File: src/olir_pkg.sv
// Shared types, codes and sizes for the ordered list insert/remove block.
package olir_pkg;

    localparam int DEPTH = 16;
    localparam int CNT_W = $clog2(DEPTH + 1);
    // Width used for position and count compares; at least as wide as the position field.
    localparam int CMP_W = (CNT_W > 4) ? CNT_W : 4;

    typedef enum logic [1:0] {
        ACT_INSERT = 2'd0,
        ACT_REMOVE = 2'd1,
        ACT_ACCESS = 2'd2,
        ACT_SEARCH = 2'd3
    } olir_action_t;

    typedef enum logic [1:0] {
        ST_OK        = 2'd0,
        ST_FULL      = 2'd1,
        ST_RANGE     = 2'd2,
        ST_NOT_FOUND = 2'd3
    } olir_status_t;

    // Command broadcast to every cell of the chain.
    typedef struct packed {
        logic              ins_go;
        logic              rem_go;
        logic              cmp_go;
        logic [CMP_W-1:0]  pos;
        logic [CMP_W-1:0]  count;
        logic signed [7:0] value;
    } olir_cmd_t;

endpackage

File: src/olir_cell.sv
// One list cell: holds one entry, shifts with its neighbors and compares against a key.
module olir_cell
    import olir_pkg::*;
(
    input  logic              clk,
    input  olir_cmd_t         cmd,
    input  logic [CMP_W-1:0]  index,
    input  logic signed [7:0] left_entry,
    input  logic signed [7:0] right_entry,
    output logic signed [7:0] entry,
    output logic              hit
);

    logic signed [7:0] entry_reg;
    logic signed [7:0] entry_next;
    logic              hit_reg;

    always_comb
    begin
        entry_next = entry_reg;
        if (cmd.ins_go)
        begin
            if (index == cmd.pos)
            begin
                entry_next = cmd.value;
            end
            else if (index > cmd.pos)
            begin
                entry_next = left_entry;
            end
        end
        else if (cmd.rem_go)
        begin
            if (index >= cmd.pos)
            begin
                entry_next = right_entry;
            end
        end
    end

    always_ff @(posedge clk)
    begin
        entry_reg <= entry_next;
        if (cmd.cmp_go)
        begin
            // Only cells below the count take part in a search.
            hit_reg <= (entry_reg == cmd.value) && (index < cmd.count);
        end
    end

    assign entry = entry_reg;
    assign hit   = hit_reg;

endmodule

File: src/olir_first.sv
// Priority encoder that finds the lowest cell reporting a match.
module olir_first
    import olir_pkg::*;
(
    input  logic [DEPTH-1:0] hits,
    output logic             any_hit,
    output logic [CMP_W-1:0] first
);

    always_comb
    begin
        first = '0;
        for (int i = DEPTH - 1; i >= 0; i--)
        begin
            if (hits[i])
            begin
                first = CMP_W'(i);
            end
        end
    end

    assign any_hit = |hits;

endmodule

File: src/ordered_list_insert_remove.sv
// Top level of the ordered list block: control, cell chain and result register.
//
//  Channel   Direction  Word layout (low bit first)
//  s_axis    in         action[1:0] position[5:2] value[13:6], zero pad to 16 bits
//  m_axis    out        status[1:0] data[9:2] found_index[13:10] count[18:14]
//                       is_full[19] is_empty[20], zero pad to 24 bits
//
// Each action is taken in the idle state and then resolved. In the accept cycle every cell shifts for insert or
// remove, or compares its entry for a search, all in parallel; in the resolve cycle
// the priority encoder settles a search and the result word enters the output register.
// s_tready returns once the result word is loaded, so a new action waits until the last one has resolved.
// Only a result that finds the output register still occupied stalls the resolve cycle.
// Reset clears the count, control state and output valid; entries hold no reset value.
module ordered_list_insert_remove
    import olir_pkg::*;
(
    input  logic        clk,
    input  logic        rst_n,
    input  logic        s_tvalid,
    output logic        s_tready,
    input  logic [15:0] s_tdata,   // action, position, value
    output logic        m_tvalid,
    input  logic        m_tready,
    output logic [23:0] m_tdata    // status, data, found_index, count, is_full, is_empty
);

    typedef enum logic [1:0] {
        S_IDLE    = 2'b01,
        S_RESOLVE = 2'b10
    } olir_state_t;

    olir_state_t       state_reg;
    olir_state_t       state_next;

    logic [CNT_W-1:0]  count_reg;
    logic [CNT_W-1:0]  count_next;
    olir_status_t      status_reg;
    olir_status_t      status_next;
    logic              search_reg;
    logic signed [7:0] data_reg;
    logic signed [7:0] data_next;

    logic              m_tvalid_reg;
    logic [23:0]       m_tdata_reg;

    // Decoded input word.
    olir_action_t      action;
    logic [3:0]        position;
    logic signed [7:0] value;
    logic [CMP_W-1:0]  pos_ext;
    logic [CMP_W-1:0]  count_ext;
    logic              s_fire;
    logic              load_out;

    olir_cmd_t         cmd;
    logic signed [7:0] entry_w [DEPTH];
    logic [DEPTH-1:0]  hit_w;
    logic              any_hit;
    logic [CMP_W-1:0]  first_idx;
    logic signed [7:0] access_entry;

    olir_status_t      res_status;
    logic [3:0]        res_found;
    logic              res_full;
    logic              res_empty;

    assign action    = olir_action_t'(s_tdata[1:0]);
    assign position  = s_tdata[5:2];
    assign value     = s_tdata[13:6];
    assign pos_ext   = CMP_W'(position);
    assign count_ext = CMP_W'(count_reg);

    assign s_tready = (state_reg == S_IDLE);
    assign s_fire   = s_tvalid && s_tready;
    assign load_out = (state_reg == S_RESOLVE) && (!m_tvalid_reg || m_tready);

    // Status, new count and read data decided in the accept cycle.
    always_comb
    begin
        status_next = ST_OK;
        count_next  = count_reg;
        data_next   = '0;
        cmd.ins_go  = 1'b0;
        cmd.rem_go  = 1'b0;
        cmd.cmp_go  = s_fire && (action == ACT_SEARCH);
        cmd.pos     = pos_ext;
        cmd.count   = count_ext;
        cmd.value   = value;
        case (action)
            ACT_INSERT:
            begin
                if (count_reg == CNT_W'(DEPTH))
                begin
                    status_next = ST_FULL;
                end
                else if (pos_ext > count_ext)
                begin
                    status_next = ST_RANGE;
                end
                else
                begin
                    cmd.ins_go = s_fire;
                    count_next = count_reg + CNT_W'(1);
                end
            end
            ACT_REMOVE:
            begin
                if (pos_ext >= count_ext)
                begin
                    status_next = ST_RANGE;
                end
                else
                begin
                    cmd.rem_go = s_fire;
                    count_next = count_reg - CNT_W'(1);
                end
            end
            ACT_ACCESS:
            begin
                if (pos_ext >= count_ext)
                begin
                    status_next = ST_RANGE;
                end
                else
                begin
                    data_next = access_entry;
                end
            end
            default:
            begin
                // Search: the outcome is settled in the resolve cycle.
                status_next = ST_NOT_FOUND;
            end
        endcase
    end

    // Read port for access: select the cell whose index equals the position.
    always_comb
    begin
        access_entry = '0;
        for (int i = 0; i < DEPTH; i++)
        begin
            if (CMP_W'(i) == pos_ext)
            begin
                access_entry = entry_w[i];
            end
        end
    end

    // The cell chain. Cell zero has no left neighbor and the last cell no right one.
    for (genvar g = 0; g < DEPTH; g++)
    begin : g_cell
        logic signed [7:0] left_w;
        logic signed [7:0] right_w;

        if (g == 0)
        begin : g_head
            assign left_w = value;
        end
        else
        begin : g_body
            assign left_w = entry_w[g-1];
        end

        if (g == DEPTH - 1)
        begin : g_tail
            assign right_w = entry_w[g];
        end
        else
        begin : g_link
            assign right_w = entry_w[g+1];
        end

        olir_cell u_cell (
            .clk         (clk),
            .cmd         (cmd),
            .index       (CMP_W'(g)),
            .left_entry  (left_w),
            .right_entry (right_w),
            .entry       (entry_w[g]),
            .hit         (hit_w[g])
        );
    end

    olir_first u_first (
        .hits    (hit_w),
        .any_hit (any_hit),
        .first   (first_idx)
    );

    // Result assembly in the resolve cycle.
    always_comb
    begin
        res_status = status_reg;
        res_found  = '0;
        if (search_reg && any_hit)
        begin
            res_status = ST_OK;
            res_found  = first_idx[3:0];
        end
        res_full  = (count_reg == CNT_W'(DEPTH));
        res_empty = (count_reg == '0);
    end

    always_comb
    begin
        state_next = state_reg;
        case (state_reg)
            S_IDLE:
            begin
                if (s_fire)
                begin
                    state_next = S_RESOLVE;
                end
            end
            S_RESOLVE:
            begin
                if (load_out)
                begin
                    state_next = S_IDLE;
                end
            end
            default:
            begin
                state_next = S_IDLE;
            end
        endcase
    end

    always_ff @(posedge clk or negedge rst_n)
    begin
        if (!rst_n)
        begin
            state_reg    <= S_IDLE;
            count_reg    <= '0;
            m_tvalid_reg <= 1'b0;
        end
        else
        begin
            state_reg <= state_next;
            if (s_fire)
            begin
                count_reg <= count_next;
            end
            if (load_out)
            begin
                m_tvalid_reg <= 1'b1;
            end
            else if (m_tready)
            begin
                m_tvalid_reg <= 1'b0;
            end
        end
    end

    always_ff @(posedge clk)
    begin
        if (s_fire)
        begin
            status_reg <= status_next;
            search_reg <= (action == ACT_SEARCH);
            data_reg   <= data_next;
        end
        if (load_out)
        begin
            m_tdata_reg <= {3'b000, res_empty, res_full, 5'(count_reg), res_found,
                            data_reg, res_status};
        end
    end

    assign m_tvalid = m_tvalid_reg;
    assign m_tdata  = m_tdata_reg;

`ifndef SYNTHESIS
    // The entry count never passes the list capacity.
    a_count_bound: assert property (@(posedge clk) disable iff (!rst_n)
        count_reg <= CNT_W'(DEPTH))
        else $error("entry count exceeds capacity");

    // The count changes only at an accepted word.
    a_count_still: assert property (@(posedge clk) disable iff (!rst_n)
        !s_fire |=> $stable(count_reg))
        else $error("count changed without an accepted word");

    // Every accepted word is followed by its resolve cycle.
    a_resolve: assert property (@(posedge clk) disable iff (!rst_n)
        s_fire |=> (state_reg == S_RESOLVE))
        else $error("accepted word not resolved");

    // A result is never full and empty at once.
    a_flags: assert property (@(posedge clk) disable iff (!rst_n)
        m_tvalid |-> !(m_tdata[19] && m_tdata[20]))
        else $error("full and empty flags both set");
`endif

endmodule

File: config.mk
export PLATFORM = sky130hd
export DESIGN_NAME = ordered_list_insert_remove
export DESIGN_NICKNAME = d
export VERILOG_FILES = /design/src/olir_pkg.sv /design/src/olir_cell.sv /design/src/olir_first.sv /design/src/ordered_list_insert_remove.sv
export SDC_FILE = /design/constraint.sdc
export NUM_CORES = 1
export LEC_CHECK = 0
export ABC_CLOCK_PERIOD_IN_PS = 4400
export CAP_MARGIN = 40
export CORE_MARGIN = 2
export CORE_UTILIZATION = 30
export DETAILED_ROUTE_END_ITERATION = 7
export DONT_BUFFER_PORTS = 1
export GPL_TIMING_DRIVEN = 0
export PLACE_DENSITY = 0.52
export REMOVE_ABC_BUFFERS = 1
export SLEW_MARGIN = 20
export SYNTH_ARGS = -nofsm -noshare
export SYNTH_HDL_FRONTEND = slang
export SYNTH_SLANG_ARGS = --single-unit
export TNS_END_PERCENT = 1
File: constraint.sdc
create_clock -name clk -period 4.4 [get_ports clk]
set_input_delay 0.66 -clock clk [delete_from_list [all_inputs] [get_ports clk]]
set_output_delay 0.66 -clock clk [all_outputs]
set_load 0.05 [all_outputs]
; Word level (Yosys, flattened, before mapping)
; Index checks and enable logic that the tools add are counted.
[word_totals]
regBits = 184
latch_bits = 0
ram_bits = 0
romBits = 0
in_bits = 20
n_memories = 0
[classes]
addsub = 2
multipliers = 0
div = 0
order_cmp = 49
eq_ne = 57
shifts = 0
n_mux = 126
bitwise = 2
n_reduce_logical = 69
[ops]
columns = cell, count
row1 = $mux 8, 93
row2 = $eq 8x8->1, 16
row3 = $ne 3x1->1 const B, 15
row4 = $reduce_and 3->1, 15
row5 = $lt 4x5->1 const A, 8
row6 = $reduce_bool 2->1, 19
row7 = $eq 4x4->1 const A, 8
row8 = $gt 4x4->1 const A, 8
row9 = $mux 4, 8
row10 = $ge 4x4->1 const A, 7
row11 = $logic_and 1x1->1, 20
row12 = $lt 3x5->1 const A, 4
row13 = $eq 3x4->1 const A, 4
row14 = $ge 3x4->1 const A, 4
row15 = $gt 3x4->1 const A, 4
row16 = $reduce_or 16->1, 1
row17 = $mux 5, 3
row18 = $mux 2, 7
row19 = $mux 3, 4
row20 = $logic_not 5->1, 2
row21 = $lt 1x5->1 const A, 2
row22 = $lt 2x5->1 const A, 2
row23 = $pmux 5 s2, 1
row24 = $reduce_or 9->1, 1
row25 = other kinds (26), 49

; Longest topological paths before layout
; Gate-level depths: netlist of the first run.
[depth]
depth_word = 17
mapped_depth = 12
depth_no_buf = 8

; Cells and area by module
; Synthesis of the first run repeated with hierarchy kept, for this count alone.
[unflattened]
cells_unflattened = 1578
hier_area_um2 = 15755.1
[by_module_without_submodules]
columns = module, n_inst, cells_per_inst, area_per_inst_um2
row1 = olir_cell at g_cell[0].u_cell ..., 15, 79, 785.8
row2 = ordered_list_insert_remove, 1, 279, 3019.1
row3 = olir_cell at g_cell[14].u_cell, 1, 78, 762.0
row4 = olir_first, 1, 36, 187.7

; Worst setup path before layout of the first run
; Ideal clock, no wire load.
[synth_timing]
path_type = register to register
start = reg state_reg[0]
end = reg g_cell[2].u_cell.entry_reg[0] (enable)
setup_time_ns = 0.395
t_arrival_ns = 3.454
slack_ns = 0.552
path_stages_with_launch = 8
n_path_buf = 2
synth_period_minus_slack_ns = 3.848
cell_sequence = dfstp_2 -> nor2b_1 -> and2_1 -> clkbuf_1 -> o311ai_4 -> buf_6 -> o21a_2 -> nor4_1
[synth_between]
elab_chain_len = 7
elab_cells_between_ends = 11
classes_between = eq/ne: 2 / mux: 5 / reduce/logical: 4
[synth_lines]
columns = item, line_no
row1 = "start, declared", ordered_list_insert_remove.sv:32  ; olir_state_t state_reg;
row2 = "start signal, assigned", ordered_list_insert_remove.sv:240  ; state_reg <= state_next;
row3 = $eq 2x1->1 (*), ordered_list_insert_remove.sv:73  ; assign s_tready = (state_reg == S_IDLE);
row4 = via s_tready, ordered_list_insert_remove.sv:20  ; output logic s_tready,
row5 = $logic_and 1x1->1 (*), ordered_list_insert_remove.sv:74  ; assign s_fire = s_tvalid && s_tready;
row6 = via s_fire, ordered_list_insert_remove.sv:52  ; logic s_fire;
row7 = $mux 1, ordered_list_insert_remove.sv:96  ; else if (pos_ext > count_ext)
row8 = $mux 1, ordered_list_insert_remove.sv:92  ; if (count_reg == CNT_W'(DEPTH))
row9 = $mux 1, ordered_list_insert_remove.sv:89  ; case (action)
row10 = $ne 3x1->1 (no source line) / $reduce_bool 2->1 (equally long branches), -
row11 = $reduce_and 3->1 (no source line) (*), -
row12 = "end signal, assigned", olir_cell.sv:43  ; entry_reg <= entry_next;
row13 = "end, declared", olir_cell.sv:14  ; logic signed [7:0] entry_reg;
; Mark *: on every way through the listed nets, which the timed path passes. The rest lies on a longest branch.
; A chain may end at the register's enable or synchronous reset.

; Worst setup path after layout of the first run
[layout_timing]
start = reg count_reg[3] (netlist: count_ext[3])
end = reg g_cell[10].u_cell.entry_reg[0] (enable)
[layout_between]
elab_chain_len = 6
elab_cells_between_ends = 12
classes_between = order compare: 2 / eq/ne: 2 / mux: 5 / reduce/logical: 3
[layout_lines]
columns = item, line_no
row1 = "start, declared", ordered_list_insert_remove.sv:35  ; logic [CNT_W-1:0] count_reg;
row2 = "start signal, assigned", ordered_list_insert_remove.sv:243  ; count_reg <= count_next;
row3 = $gt 4x5->1, ordered_list_insert_remove.sv:96
row4 = $mux 1, ordered_list_insert_remove.sv:96
row5 = $mux 1, ordered_list_insert_remove.sv:92
row6 = $mux 1, ordered_list_insert_remove.sv:89
row7 = $ne 3x1->1 (no source line) / $reduce_bool 2->1 (equally long branches), -
row8 = $reduce_and 3->1 (no source line) (*), -
row9 = "end signal, assigned", olir_cell.sv:43
row10 = "end, declared", olir_cell.sv:14
; Every way passes the cells marked *; elsewhere a longest branch is shown, timed or not.

==> impl_results.md, run 1 <==
- Hold_ws: 0.0539 ns
- Share of cells above drive strength 1: 8.65%
- Vias in the first global route: between 8000 and 9000
- First-pass DRT Iterations: 5
- Layout area overhead: 8.06%
- Pins over their slew limit: 0
- Critical path launch point type: flop
- Core Area: approximately 40000 sq um
- Layout Skew: ~0.015 ns
- Initial antenna violation count: 0
- First-pass GRT wire length: between 50 and 60 mm
- Mapped Cells: 1200
- HP Class: in2async
- CP max-delay cell: a211oi_2
- Initial core utilization: 30.4%
- CP required: 4.47 ns
- Flop2flop setup slack: 0.64 ns
- Commonest register cell after synthesis: edfxtp_1
- Iter 0 DRT Violations: just under 900
- Final worst setup slack: 0.641 ns
- Clock Path Buffers: 2
- Final Hold Vio Count: 0
- Total gr overflow: 0
- Crit path max-delay family: compound AO/OA/AOI/OAI gates
- DRT antenna net count: 0
- Avg Inst Size Synth: ~10 sq um
- Commonest cells after routing, fill and taps aside: 189 x nand2_1, 176 x edfxtp_1, 124 x mux2i_1, 115 x xnor2_1, 114 x o21ai_0
- Yosys warning count: 0
- Die area: ~42000 sq um
- Max Clk Rate: about 270 MHz
- Setup tns final: 0 ns
- RSZ-0062 raised after global routing: false
- CTS tree: yes
- Maximum fanout along the worst path: 14
- Async SR Flop Fraction: under 10%
- Place WS: 0.560 ns
- Crit-path cells: clkinv_1, ha_1, and3_1, a221oi_1, nor2_2, o21a_2, a211oi_2
- I/O Buffers: 0
- Number of flip-flops under the largest register name: 128
- Nets: between 1000 and 1500
- Maxcap violations: 0
- Clock period minus worst slack: 3.76 ns
- Register bit total from synthesis: 184
- Num CTS Buffers: 17
- Leak Pwr: between 0.004 and 0.005 uW
- RR Startpoint: count_ext[3]
- EDFF count, synth: around 180
- Slew @ Worst Pin: 0.892 ns
- Clock transition at path regs: about 0.070 ns
- Die height: 205 um
- Period utilization: between 80% and 90%
- Post-layout util: approximately 33%
- Mapped Area: 12100 sq um
- DP HPWL: 26.5 mm
- Critical path's largest stage delay: 0.72 ns
- Setup CP Type: reg2reg
- Clock latency at the later pin of the worst-skew pair: 0.45 ns
- Wire per inst: 22.1 um
- Largest net degree at the start of global routing: 67
- Worst rel slew slack: 40.0%
- Arrival time worst endpoint: 3.83 ns
- Die extent in x: 205 um
- Sequential share of the synthesized area: a little under half
- WL final: 37.2 mm
- Count of final setup violators: 0
- I/O Pins: 46
- Peak supply drop: 0.258 mV
- Commonest non-fill, non-tap cell in the layout: nand2_1
- Total vias in the final route: between 9000 and 10000
- Final Wtd Congestion: ~0.83
- Ant diodes: 0
- PD cells: 358 nW/um^2
- CTS root buffer: clkbuf_16
- CP Buf/Inv Count: 1
- Via-per-instance ratio: 5.36
- Worst Setup End Kind: flop
- Outcome: completed
- CTS resizes: 0
- Synth cell types: 74
- Worst reg2reg endpoint: g_cell[10].u_cell.entry[0]
- Clock sinks: 184
- Row count: 73
- GRT Total Usage: between 10% and 20%
- DRC: 0
- Htree depth: 4
- R2R cell count: 7
==> layer usage <==
metal / vias to the layer above / global-route usage, % / routed length [um]
met5: - / 0 / 0
met4: 0 / 4.97 / 715
met3: 38 / 3.29 / 2210
met2: 307 / 27.9 / 16800
met1: 4446 / 25.5 / 17500
li1: 4227 / - / -
==> area by class of cell <==
class / instances / area (sq um)
fillers: 4001 / 26700
multi-input cells: 902 / 6080
flip-flops and latches: 184 / 5490
well taps: 525 / 657
clock buffers: 19 / 433
repair buffers: 23 / 243
clock inverters: 13 / 97.6
inverters: 15 / 56.3
==> logic make-up after synthesis <==
family	count (synthesis)	share of synthesized area [%]
AOI/OAI and AO/OA	257	13.1
and+or+nand+nor	360	14.1
buffers and inverters	116	4.71
other	1	0.0310
DFF	184	45.4
xor gates and xnor gates	131	9.50
adders and majority gates	11	1.14
muxes	140	11.9
==> worst max-delay path by stage <==
stage,cells after the start,endpoint,startpoint
after floorplan,8,g_cell[0].u_cell.entry[0],count_ext[3]
after global placement,7,g_cell[12].u_cell.entry[7],count_ext[3]
after detailed placement,7,g_cell[13].u_cell.entry[7],s_tdata[2]
after CTS,7,g_cell[13].u_cell.entry[2],count_ext[3]
after global routing,7,g_cell[4].u_cell.entry[7],count_ext[3]
final,7,g_cell[10].u_cell.entry[0],count_ext[3]
==> per-stage QoR <==
step | power [uW] | cells | cell area [sq um]
floorplan | 2920 | 1101 | 11600
global placement | 3230 | 1626 | 12200
detailed placement | 3250 | 1645 | 12500
CTS | 4700 | 1678 | 13000
global route | 4870 | 1681 | 13100
finish | 4680 | 1681 | 13100
==> cell usage after synthesis, types with 3 or more instances <==
library cell	n	area [sq um]
dfrtp_1	7	175
mux2i_1	124	1240
and2_1	8	50.1
a31oi_1	6	37.5
nor4_1	7	43.8
mux2_2	14	158
buf_4	7	52.6
o22ai_1	11	68.8
o21ai_0	114	571
or3_1	4	25.0
nand4_1	27	169
buf_2	32	160
nor3_2	3	30.0
buf_6	9	101
nor3_1	16	80.1
nor2_1	40	150
clkbuf_1	49	184
edfxtp_1	176	5290
o211ai_1	3	22.5
a21oi_1	32	160
ha_1	11	138
a211oi_1	11	82.6
nand2_1	189	709
o21ai_1	21	105
xor2_1	16	140
o31ai_1	6	45.0
a221oi_1	6	52.6
a21o_1	4	30.0
xnor2_1	115	1010
and3_1	4	25.0
buf_1	4	15.0
or2_2	6	37.5
nor2b_1	13	81.3
nand3_1	12	60.1
nand2b_1	12	75.1
inv_1	12	45.0
nor2_2	5	31.3
o221ai_1	10	87.6
a32oi_1	3	26.3
==> power breakdown <==
group,total [uW],internal [uW],switching [uW]
combinational,919,366,553
sequential,2310,2080,224
clock,1450,727,724
==> repair_timing <==
item	CTS	global route
hold buffers	1	0
setup endpoints to repair	0	0
endpoints found under the hold margin	7	0
setup buffers	0	0
Note: power is estimated with default switching activity, not from simulation.
==> run 2: changes to the inputs <==
- CELL_PAD_IN_SITES_DETAIL_PLACEMENT: not set -> 1
- CELL_PAD_IN_SITES_GLOBAL_PLACEMENT: not set -> 2
- PLACE_DENSITY: 0.52 -> 0.68
- SYNTH_HIERARCHICAL: not set -> 1
==> run 2 against run 1 <==
Non-clock buffer count up 28; highest routed layer is now met5; clock-buffer cell count unchanged; clock skew about the same; largest power group unchanged; critical path depth up 9; via count up 35%; register-to-register slack worse by 0.39 ns; sequential cell count unchanged; first-iteration DRC count down 17%; design area up 38%; worst hold slack better by 0.34 ns; worst setup slack worse by 0.39 ns.
==> impl_results.md, run 2 <==
- Die extent in x: 233 um (was 205 um)
- Yosys warning count: 6 (was 0)
- Initial core utilization: 30.5% (was 30.4%)
- Die height: 233 um (was 205 um)
- Final worst setup slack: 0.255 ns (was 0.641 ns)
- Worst Setup End Kind: flop (unchanged)
- Mapped Cells: 1576 (was 1200)
- Pins over their slew limit: 0 (unchanged)
- First-pass GRT wire length: 75.4 mm (was 56.5 mm)
- Hold depth: 2
- DRT antenna net count: 0 (unchanged)
- Commonest non-fill, non-tap cell in the layout: a21oi_1 (was nand2_1)
- Leak Pwr: 0.00762 uW (was 0.00449 uW)
- Count of final setup violators: 0 (unchanged)
- Htree depth: 4 (unchanged)
- Row count: 83 (was 73)
- Nets: 1948 (was 1174)
- CTS root buffer: clkbuf_16 (unchanged)
- Met2 wire length: 23.4 mm (was 16.8 mm)
- Final Wtd Congestion: 0.786 (was 0.835)
- Number of flip-flops under the largest register name: 128 (unchanged)
- Largest net degree at the start of global routing: 70 (was 67)
- Clock latency at the later pin of the worst-skew pair: 0.49 ns (was 0.45 ns)
- Max layer used: met5 (was met4)
- R2R cell count: 16 (was 7)
- CP required: 4.58 ns (was 4.47 ns)
- Critical path launch point type: flop (unchanged)
- CTS tree: yes (unchanged)
- Setup tns final: 0 ns (unchanged)
- Vias in the first global route: 12900 (was 8667)
- Mapped Area: 15700 sq um (was 12100 sq um)
- Final Hold Vio Count: 0 (unchanged)
- Setup CP Type: reg2reg (unchanged)
- First-pass DRT Iterations: 5 (unchanged)
- Core Area: 51600 sq um (was 39700 sq um)
- Arrival time worst endpoint: 4.33 ns (was 3.83 ns)
- DRC: 0 (unchanged)
- Clock transition at path regs: 0.08 ns (was 0.07 ns)
- Max Clk Rate: 241 MHz (was 266 MHz)
- Num CTS Buffers: 17 (unchanged)
- GRT Total Usage: 18.3% (was 18.0%)
- Share of cells above drive strength 1: 10.0% (was 8.65%)
- Via-per-instance ratio: 4.94 (was 5.36)
- Clock Path Buffers: 2 (unchanged)
- Place WS: -0.379 ns (was 0.560 ns)
- Slew @ Worst Pin: 0.742 ns (was 0.892 ns)
- PD cells: 327 nW/um^2 (was 358 nW/um^2)
- HP Class: in2reg (was in2async)
- M1 wire length: 21.9 mm (was 17.5 mm)
- Layout area overhead: 14.3% (was 8.06%)
- Clock sinks: 184 (unchanged)
- Ant diodes: 0 (unchanged)
- Commonest cells after routing, fill and taps aside: 213 x a21oi_1, 179 x conb_1, 176 x edfxtp_1, 159 x inv_1, 155 x ha_1 (was 189 x nand2_1, 176 x edfxtp_1, 124 x mux2i_1, 115 x xnor2_1, 114 x o21ai_0)
- Peak supply drop: 0.308 mV (was 0.258 mV)
- WL final: 47.7 mm (was 37.2 mm)
- DP HPWL: 35.3 mm (was 26.5 mm)
- Outcome: completed (unchanged)
- Iter 0 DRT Violations: 727 (was 876)
- Total gr overflow: 0 (unchanged)
- Fillers: 5931 (was 4001)
- Maximum fanout along the worst path: 15 (was 14)
- Clock period minus worst slack: 4.14 ns (was 3.76 ns)
- Initial antenna violation count: 2 (was 0)
- Maxcap violations: 0 (unchanged)
- Wire per inst: 19.3 um (was 22.1 um)
- Avg Inst Size Synth: 9.99 sq um (was 10.1 sq um)
- Total vias in the final route: 12200 (was 9018)
- Met3 WL: 1.41 mm (was 2.21 mm)
- I/O Buffers: 0 (unchanged)
- Die area: 54300 sq um (was 41900 sq um)
- Layout Skew: 0.0145 ns (was 0.0149 ns)
- Period utilization: 94.2% (was 85.4%)
- Worst rel slew slack: 50.3% (was 40.0%)
- I/O Pins: 46 (unchanged)
-- run 2: cell count changes in the layout (fill, tap and decap cells not counted), moves of 95 or more --
cell / delta
a21oi_1: +181
conb_1: +176
ha_1: +144
inv_1: +147
nand2_1: -153
nor2_1: +109
xnor2_1: -95
xor2_1: +96
-- run 2: cell type report --
cell class,instances,area (sq um),area share [%]
timing repair buffer,51,399,2.22
tap,680,851,4.73
clock buffer,19,443,2.46
multi-input combinational,1359,10100,56.1
clock inverter,13,109,0.605
sequential,184,5490,30.5
inverter,159,597,3.32
-- run 2: worst paths after layout --
| check | start | to | slack [ns] |
|---|---|---|---|
| worst max-delay path | count_ext[1] | g_cell[4].u_cell/entry[1] | 0.26 |
| worst min-delay path | m_tready | m_tvalid | 0.40 |
| worst max register to register | count_ext[1] | g_cell[4].u_cell/entry[1] | 0.26 |
| worst min register to register | data_reg[6] | m_tdata[8] | 0.42 |
| max in group asynchronous | rst_n | state_reg[0] | 3.58 |
| min in group asynchronous | rst_n | count_ext[4] | 0.52 |
-- run 2: layer usage --
layer | GRT usage [%] | vias to the layer above
met5 | 0 | -
met4 | 5.51 | 4
met3 | 2.48 | 53
met2 | 31.5 | 181
met1 | 23.6 | 6054
li1 | - | 5882
-- run 2: what timing repair did --
item	in CTS	in global routing
hold buffers	1	0
endpoints found under the setup margin	28	25
setup buffers	1	1
resized for setup	6	6
hold endpoints to repair	8	0
pin swaps	1	1
-- run 2: per-stage QoR --
stage                     cell area [sq um]  util (%)  total power, uW  instances  hold slack (ns)
after floorplan                       16100         -             3790       1702            0.364
after global placement                17000      32.9             4290       2382            0.365
after detailed placement              17400      33.7             4340       2429            0.365
after CTS                             18000      34.8             5920       2463            0.366
after global routing                  18000      34.9             6320       2465            0.406
final                                 18000      34.9             5890       2465            0.396
-- run 2: critical path, stage by stage, from the launching register on --
cell and delay [ns]:
dfrtp_2 0.49, buf_16 0.18, inv_1 0.10, ha_1 0.33, nand4b_1 0.13, a31oi_2 0.18
nor4b_4 0.35, buf_4 0.24, buf_4 0.17, buf_4 0.16, buf_2 0.21, clkbuf_4 0.23
buf_6 0.15, buf_2 0.21, buf_2 0.24, buf_2 0.21, o21a_4 0.23
-- run 2: power by group --
| group | leakage, uW | switching, uW | internal (uW) |
|---|---|---|---|
| clock | 0.000278 | 790 | 756 |
| combinational | 0.00565 | 1200 | 848 |
| sequential | 0.00168 | 213 | 2090 |
| total | 0.00762 | 2200 | 3690 |
